## src/hw/rtl/download_frame_receiver_macros.svh

```systemverilog
// Assertion macros used by the download frame receiver core.
`ifndef DOWNLOAD_FRAME_RECEIVER_MACROS_SVH
`define DOWNLOAD_FRAME_RECEIVER_MACROS_SVH

// Same-cycle implication, checked on every clock edge outside reset.
`define DFR_ASSERT_NOW(lbl, ante, cons, msg) \
  lbl: assert property (@(posedge clk_i) disable iff (!rst_ni) (ante) |-> (cons)) \
    else $error(msg);

// Next-cycle implication, checked on every clock edge outside reset.
`define DFR_ASSERT_NEXT(lbl, ante, cons, msg) \
  lbl: assert property (@(posedge clk_i) disable iff (!rst_ni) (ante) |=> (cons)) \
    else $error(msg);

`endif

```

## src/hw/rtl/dfr_pkg.sv

```systemverilog
// Shared types and constants for the download frame receiver.
`default_nettype none

package dfr_pkg;

  localparam int unsigned HdrCntW = 4;

  // Header byte count that marks the data phase, and the last header byte.
  localparam logic [HdrCntW-1:0] HdrDone = 4'd8;
  localparam logic [HdrCntW-1:0] HdrLast = 4'd7;

  // Smallest legal total frame length: eight header bytes plus the trailer.
  localparam logic [31:0] MinFrameLen = 32'd10;

  // Byte held in the input register.
  typedef struct packed {
    logic       valid;
    logic [7:0] data_byte;
  } in_stage_t;

  // One result item.
  typedef struct packed {
    logic        write_valid;
    logic [31:0] write_address;
    logic [7:0]  write_data;
    logic        frame_done;
    logic        checksum_ok;
    logic        length_error;
    logic [31:0] start_address;
    logic [15:0] computed_sum;
    logic [15:0] received_sum;
  } result_t;

endpackage

`default_nettype wire

```

## src/hw/rtl/dfr_in_reg.sv

```systemverilog
// Input register stage that takes one stream byte per request.
`default_nettype none

module dfr_in_reg (
  input  wire logic               clk_i,
  input  wire logic               rst_ni,
  input  wire logic               in_valid_i,
  output logic                    in_ready_o,
  input  wire logic [7:0]         data_byte_i,
  input  wire logic               advance_i,
  output dfr_pkg::in_stage_t      stage_o
);

  logic       valid_q;
  logic       valid_d;
  logic [7:0] byte_q;

  // The stage frees up when its byte moves on into the result register.
  assign in_ready_o = !valid_q || advance_i;
  assign valid_d    = in_ready_o ? in_valid_i : valid_q;

  always_ff @(posedge clk_i or negedge rst_ni) begin
    if (!rst_ni) begin
      valid_q <= 1'b0;
    end else begin
      valid_q <= valid_d;
    end
  end

  always_ff @(posedge clk_i) begin
    if (in_valid_i && in_ready_o) begin
      byte_q <= data_byte_i;
    end
  end

  assign stage_o.valid     = valid_q;
  assign stage_o.data_byte = byte_q;

endmodule

`default_nettype wire

```

## src/hw/rtl/dfr_core.sv

```systemverilog
// Frame parser, checksum and result register of the download frame receiver.
`default_nettype none

`include "download_frame_receiver_macros.svh"

module dfr_core (
  input  wire logic                clk_i,
  input  wire logic                rst_ni,
  input  wire dfr_pkg::in_stage_t  stage_i,
  output logic                     advance_o,
  output logic                     out_valid_o,
  input  wire logic                out_ready_i,
  output dfr_pkg::result_t         result_o
);

  logic [dfr_pkg::HdrCntW-1:0] hdr_q, hdr_d;
  logic [31:0]                 la_q, la_d;
  logic [31:0]                 tl_q, tl_d;
  logic [31:0]                 plen_q, plen_d;
  logic [31:0]                 off_q, off_d;
  logic [15:0]                 sum_q, sum_d;
  logic [7:0]                  trl_q, trl_d;
  logic                        out_valid_q;
  dfr_pkg::result_t            res_q, res_d;
  logic                        load;
  logic [31:0]                 tl_full;
  logic [4:0]                  lane_sh;
  logic [15:0]                 rx_sum;
  logic [7:0]                  b;

  assign advance_o = !out_valid_q || out_ready_i;
  assign load      = stage_i.valid && advance_o;
  assign b         = stage_i.data_byte;
  assign lane_sh   = {hdr_q[1:0], 3'b000};
  assign tl_full   = {b, tl_q[23:0]};
  assign rx_sum    = {b, trl_q};

  always_comb begin
    hdr_d  = hdr_q;
    la_d   = la_q;
    tl_d   = tl_q;
    plen_d = plen_q;
    off_d  = off_q;
    sum_d  = sum_q;
    trl_d  = trl_q;
    res_d  = '0;
    if (load) begin
      if (!hdr_q[3]) begin
        // Header bytes fill their fields little-endian; no write is issued.
        if (!hdr_q[2]) begin
          la_d[lane_sh +: 8] = b;
        end else begin
          tl_d[lane_sh +: 8] = b;
        end
        hdr_d = hdr_q + 4'd1;
        if (hdr_q == dfr_pkg::HdrLast) begin
          if (tl_full < dfr_pkg::MinFrameLen) begin
            res_d.frame_done    = 1'b1;
            res_d.length_error  = 1'b1;
            res_d.start_address = la_q;
            hdr_d  = '0;
            la_d   = '0;
            tl_d   = '0;
            plen_d = '0;
          end else begin
            plen_d = tl_full - dfr_pkg::MinFrameLen;
          end
        end
      end else begin
        res_d.write_valid   = 1'b1;
        res_d.write_address = la_q + off_q;
        res_d.write_data    = b;
        if (off_q < plen_q) begin
          sum_d = sum_q + {8'd0, b};
          off_d = off_q + 32'd1;
        end else if (off_q == plen_q) begin
          trl_d = b;
          off_d = off_q + 32'd1;
        end else begin
          // Second trailer byte closes the frame and rearms for a header.
          res_d.frame_done    = 1'b1;
          res_d.checksum_ok   = (rx_sum == sum_q);
          res_d.start_address = la_q;
          res_d.computed_sum  = sum_q;
          res_d.received_sum  = rx_sum;
          hdr_d  = '0;
          la_d   = '0;
          tl_d   = '0;
          plen_d = '0;
          off_d  = '0;
          sum_d  = '0;
          trl_d  = '0;
        end
      end
    end
  end

  always_ff @(posedge clk_i or negedge rst_ni) begin
    if (!rst_ni) begin
      hdr_q       <= '0;
      la_q        <= '0;
      tl_q        <= '0;
      plen_q      <= '0;
      off_q       <= '0;
      sum_q       <= '0;
      trl_q       <= '0;
      out_valid_q <= 1'b0;
    end else begin
      hdr_q  <= hdr_d;
      la_q   <= la_d;
      tl_q   <= tl_d;
      plen_q <= plen_d;
      off_q  <= off_d;
      sum_q  <= sum_d;
      trl_q  <= trl_d;
      if (advance_o) begin
        out_valid_q <= stage_i.valid;
      end
    end
  end

  always_ff @(posedge clk_i) begin
    if (load) begin
      res_q <= res_d;
    end
  end

  assign out_valid_o = out_valid_q;
  assign result_o    = res_q;

  `DFR_ASSERT_NOW(a_lenerr_is_done, out_valid_q && res_q.length_error,
    res_q.frame_done && !res_q.checksum_ok && !res_q.write_valid,
    "length error without a clean frame end")
  `DFR_ASSERT_NOW(a_ok_needs_done, out_valid_q && res_q.checksum_ok,
    res_q.frame_done, "checksum_ok outside a frame end")
  `DFR_ASSERT_NEXT(a_rearm_after_done, load && res_d.frame_done,
    hdr_q == '0 && off_q == '0 && sum_q == '0, "no rearm after frame end")
  `DFR_ASSERT_NOW(a_write_in_data_phase, load && res_d.write_valid,
    hdr_q == dfr_pkg::HdrDone, "write issued during the header")
  `DFR_ASSERT_NEXT(a_result_holds, out_valid_q && !out_ready_i,
    out_valid_q && $stable(res_q), "stalled result changed")

endmodule

`default_nettype wire

```

## src/hw/rtl/download_frame_receiver.sv

```systemverilog
// A byte in the input register moves into the result register unless the output is stalled.
// Throughput: one byte per cycle while the output is not stalled; the per-byte work is one
// offset counter, one address adder, two offset compares and the 16-bit checksum adder.
// A stalled output still lets one more byte into the input register.
// Reset (rst_ni low, asynchronous) empties both registers and rearms for a header.
`default_nettype none

module download_frame_receiver (
  input  wire logic        clk_i,
  input  wire logic        rst_ni,
  input  wire logic        in_valid_i,
  output logic             in_ready_o,
  input  wire logic [7:0]  data_byte_i,
  output logic             out_valid_o,
  input  wire logic        out_ready_i,
  output logic             write_valid_o,
  output logic [31:0]      write_address_o,
  output logic [7:0]       write_data_o,
  output logic             frame_done_o,
  output logic             checksum_ok_o,
  output logic             length_error_o,
  output logic [31:0]      start_address_o,
  output logic [15:0]      computed_sum_o,
  output logic [15:0]      received_sum_o
);

  dfr_pkg::in_stage_t stage;
  dfr_pkg::result_t   result;
  logic               advance;

  dfr_in_reg u_in_reg (
    .clk_i       (clk_i),
    .rst_ni      (rst_ni),
    .in_valid_i  (in_valid_i),
    .in_ready_o  (in_ready_o),
    .data_byte_i (data_byte_i),
    .advance_i   (advance),
    .stage_o     (stage)
  );

  dfr_core u_core (
    .clk_i       (clk_i),
    .rst_ni      (rst_ni),
    .stage_i     (stage),
    .advance_o   (advance),
    .out_valid_o (out_valid_o),
    .out_ready_i (out_ready_i),
    .result_o    (result)
  );

  assign write_valid_o   = result.write_valid;
  assign write_address_o = result.write_address;
  assign write_data_o    = result.write_data;
  assign frame_done_o    = result.frame_done;
  assign checksum_ok_o   = result.checksum_ok;
  assign length_error_o  = result.length_error;
  assign start_address_o = result.start_address;
  assign computed_sum_o  = result.computed_sum;
  assign received_sum_o  = result.received_sum;

endmodule

`default_nettype wire
```

## config.mk

```make
export PLATFORM = sky130hd
export DESIGN_NAME = download_frame_receiver
export DESIGN_NICKNAME = d
export VERILOG_FILES = /design/src/hw/rtl/dfr_pkg.sv /design/src/hw/rtl/dfr_in_reg.sv /design/src/hw/rtl/dfr_core.sv /design/src/hw/rtl/download_frame_receiver.sv
export VERILOG_INCLUDE_DIRS = /design/src /design/src/hw/rtl
export SDC_FILE = /design/constraint.sdc
export NUM_CORES = 1
export LEC_CHECK = 0
export CAP_MARGIN = 20
export CELL_PAD_IN_SITES_DETAIL_PLACEMENT = 1
export CELL_PAD_IN_SITES_GLOBAL_PLACEMENT = 2
export CORE_MARGIN = 5
export CORE_UTILIZATION = 30
export CTS_BUF_LIST = sky130_fd_sc_hd__clkbuf_8
export DETAILED_ROUTE_END_ITERATION = 16
export DONT_BUFFER_PORTS = 1
export GPL_ROUTABILITY_DRIVEN = 1
export PLACE_DENSITY_LB_ADDON = 0.1
export SYNTH_ARGS = -nofsm -noshare
export SYNTH_HDL_FRONTEND = slang
export SYNTH_SLANG_ARGS = --single-unit
```

## constraint.sdc

```tcl
create_clock -name clk_i -period 8 [get_ports clk_i]
set_clock_uncertainty 0.05 [all_clocks]
set_input_delay 1.2 -clock clk_i [delete_from_list [all_inputs] [get_ports clk_i]]
set_output_delay 1.2 -clock clk_i [all_outputs]
set_load 0.05 [all_outputs]
```

==> summary by stage <==
Setup path
Of all nets on the critical path, the largest fanout is 47. Data on the critical path arrives at its endpoint at 4310 ps. The slowest cell on the critical path is sky130_fd_sc_hd__o21a_2. The largest single stage delay on the critical path is 780 ps. The family with the most delay on the worst path is buffers and inverters. The critical path goes through nand2b_1 > nand2_1 > inv_4 > nand2_1 > buf_4 > nor2_1 > o21a_2 > buf_4 > o32ai_1. The path type of the worst setup path is flip-flop to flip-flop. The critical register-to-register path startpoint is u_core.out_valid_o$_DFFE_PN0P_. The endpoint of the lowest-slack register-to-register path is u_core.plen_q[30]$_DFFE_PN0P_. Counting both buffers and inverters, the worst setup path holds a total of 3.

The worst endpoint required time is 8390 ps. For the worst flop-to-flop path, the logic depth is 9. The worst setup path is launched from a flip-flop. The setup check on the worst reg-to-reg path leaves a slack of 4080 ps. The endpoint class of the critical path is a flip-flop.

CTS
The total clock buffers created by CTS is 50. The number of buffers on the longest clock path is 3. The clock slew seen by the registers of the worst setup and hold paths is 70 ps. The number of sinks driven by the clock tree is 266. The total setup buffers inserted after CTS is 0. Buffers inserted to repair hold after CTS numbered 0. The depth of the CTS H-tree is 2. TritonCTS built the clock tree. The clock root buffer master is sky130_fd_sc_hd__clkbuf_8. The number of cells upsized or downsized after cts is 0. The worst-skew pair later-pin latency is 630 ps.

Pwr
The standby leakage power is 0.00708 uW. The proportion of total power due to net switching is 31.7%. Of the total power, the clock network draws 37.1%. The internal power summed over all cells is 2310 uW. Summed over all nets, the switching power comes to 1070 uW. IR analysis of the VDD net gives a maximum drop of 0.101 mV. Sequential cells account for 52.0% of the total power.

For this design the ratio of total power to cell area is 216 mW/mm^2. Of the total power, combinational logic draws 10.9%.

Final layout
The number of inserted filler cells in the final layout is 5155. The final design utilization is 33.8%. The final instance area is 0.0156 mm^2.

The most common library cell in the layout ignoring fill and taps is sky130_fd_sc_hd__dfrtp_1. The fraction of layout instances using a drive strength above 1 is 8.25%. The library cells used most frequently in the layout, excluding fill and tap cells, are sky130_fd_sc_hd__dfrtp_1, sky130_fd_sc_hd__edfxtp_1, sky130_fd_sc_hd__nor2_1, sky130_fd_sc_hd__inv_1, sky130_fd_sc_hd__ha_1. The finished layout holds 1965 standard cells, fillers aside. Compared with the post-synthesis result, the final layout area differs by 11.9%. At the end of the flow, the number of nets in the layout was 1409.

Routing
Dividing the detail-routed via count by the number of cells gives 5.24. In the final routed layout, each cell accounts on average for 22.8 um. The total number of vias is 10289.

The number of iterations in the first detailed-routing pass is 4. The routed design has 44800 um of wire. For this run, design rule violations remaining after detail routing come to 0. The number of nets with antenna violations after routing is 0. The number of violations reported at the end of detailed-routing iteration 0 is 534.

Synth
The cell accounting for the most synthesized area is sky130_fd_sc_hd__dfrtp_1. Of all flip-flops after synthesis, the portion carrying an async set or reset was 56.4%. The count of unique library cells instantiated by Yosys is 73. The top cell type's share of synthesized area is 26.8%. The sequential-to-total area share from yosys stat is 51.8%. The synthesized net count is 1391. Synthesis inferred 266 register bits. The commonest register cell after synthesis is sky130_fd_sc_hd__dfrtp_1. In this run the mean area of a mapped cell was 10.8 um^2. Yosys attributes the largest share of cell area to sky130_fd_sc_hd__dfrtp_1, sky130_fd_sc_hd__edfxtp_1, sky130_fd_sc_hd__ha_1. The number of synthesized flops with an enable pin is 116. The cell count after synthesis came out at 1298. During synthesis, Yosys emitted a total of 0 warnings. The cell area that synthesis handed to floorplanning was 0.0140 mm^2.

Die
From left edge to right edge, the die measures 226 um. The die covers 0.0510 mm^2. The total area inside the core boundary comes to 0.0464 mm^2.

In this run the count of I/O pins placed on the die edge is 122. The die height is 226 um. The initial core utilization is 30.2%.

The total number of placement rows is 79.

Global routing
Entering global routing, the biggest net connects 151 pins. The first global-routing pass estimated 69100 um of wire. The total global routing track utilization is 17.6%. The number of global-route vias before repair is 10845. The number of antenna violations at the first check in global routing is 2. The total overflow left after global routing is 0.

Timing
Dividing the final minimum period by the clock period gives 48.9%. The final worst setup slack is 4080 ps. Setup violations remaining at the end of the flow were counted as 0. At the pin with the least slew margin, the transition time is 1090 ps. Setup repair after global routing left no endpoint under its margin.

The number of max-slew violations in the final report is 0. The maximum clock rate is 255 MHz. The count of final hold-check violations is 0. The headroom to the max-slew limit is 26.6%. Setup total negative slack on the finished layout was measured at 0 ps.

The clock period could shrink to 3920 ps.

Place
The number of placed instances, taps included, is 1870. Once placement finished, the instance area stood at 0.0147 mm^2. Summed over all nets, the half-perimeter wirelength after detailed placement is 31000 um. The total of buffers placed on input and output ports is 0.

Routability-driven placement finished with a final weighted congestion of 0.771. Prior to clock tree synthesis, the placed netlist has a worst setup slack of 3500 ps.

Outcome
The run finished with clean final reports.

Worst hold path
The type of the most critical hold path is input pin to async pin.

Job
The number of max-cap violations is 0.
[worst max-delay path by stage]
stage | start | end | slack, ps | cells past startpoint
2_1_floorplan | out_ready_i | u_core.plen_q[12]$_DFFE_PN0P_ | 4080 | 9
3_3_place_gp | out_ready_i | u_core.plen_q[16]$_DFFE_PN0P_ | 3510 | 9
3_5_place_dp | out_ready_i | u_core.plen_q[30]$_DFFE_PN0P_ | 3500 | 9
4_1_cts | u_core.off_q[28]$_DFFE_PN0P_ | u_core.result_o[55]$_DFFE_PP_ | 3980 | 10
5_1_grt | u_core.out_valid_o$_DFFE_PN0P_ | u_core.plen_q[30]$_DFFE_PN0P_ | 3700 | 9
6_report | u_core.out_valid_o$_DFFE_PN0P_ | u_core.plen_q[30]$_DFFE_PN0P_ | 4080 | 9
[worst reg2reg max path: stages (launching register included)]
cell and delay (ps):
sky130_fd_sc_hd__dfrtp_1 570, sky130_fd_sc_hd__nand2b_1 220, sky130_fd_sc_hd__nand2_1 370, sky130_fd_sc_hd__inv_4 670
sky130_fd_sc_hd__nand2_1 120, sky130_fd_sc_hd__buf_4 250, sky130_fd_sc_hd__nor2_1 120, sky130_fd_sc_hd__o21a_2 780
sky130_fd_sc_hd__buf_4 460, sky130_fd_sc_hd__o32ai_1 120
[flip-flops by register name, indices dropped and copies added, names as in the netlist]
| register | flops |
|---|---|
| u_core.result_o | 108 |
| u_core.la_q | 32 |
| u_core.off_q | 32 |
| u_core.plen_q | 32 |
| u_core.tl_q | 24 |
| u_core.sum_q | 16 |
| u_core.trl_q | 8 |
| u_in_reg.byte_q | 8 |
| u_core.hdr_q | 4 |
| u_core.out_valid_o | 1 |
| u_in_reg.valid_q | 1 |
[Yosys cell counts (all sizes together), types with 28 or more instances]
cell type    n
inv         70
xnor2       36
edfxtp     116
and2        43
dfrtp      150
a22o        52
nand2       78
and3        48
nor2        92
o21ai       71
a21oi       67
o32ai       28
xor2        53
clkbuf      52
ha          79
[power by group through the flow]
stage	Clock (uW)	Combinational [uW]	Sequential (uW)
2_1_floorplan	0	275	1730
3_3_place_gp	0	365	1780
3_5_place_dp	0	369	1790
4_1_cts	1310	374	1760
5_1_grt	1380	419	1770
6_report	1250	367	1760
[cells by family after synthesis]
logic type / synth area share, %
XOR/XNOR: 5.57
multiplexers: 0.510
AND/OR/NAND/NOR: 15.5
AO/OA/AOI/OAI: 15.9
buffers and inverters: 3.42
flip-flops: 51.8
adder cells (fa/ha/maj): 7.36
[per-layer routing]
metal,share of wire (%),track usage [%],vias to the layer above
met4,1.8,4.00,0
li1,-,-,4863
met2,44,27.0,195
met5,0,0,-
met1,50,25.8,5174
met3,3.9,3.30,57
[per-stage QoR]
step / total power [uW] / hold slack (ps)
after floorplan: 2000 / 417
after global placement: 2150 / 454
after detailed placement: 2150 / 454
after CTS: 3450 / 164
after global routing: 3560 / 163
final: 3380 / 232
[cell type report]
| cell class | instances | area, um^2 | area share [%] |
|---|---|---|---|
| clock buffer | 52 | 716 | 4.57 |
| inverter | 70 | 265 | 1.70 |
| tap | 607 | 759 | 4.85 |
| timing repair buffer | 23 | 173 | 1.10 |
| antenna | 1 | 2.50 | 0.0160 |
| sequential | 266 | 7240 | 46.3 |
| clock inverter | 41 | 206 | 1.32 |
| multi-input combinational | 905 | 6290 | 40.2 |
(Power assumes the default switching activity.)
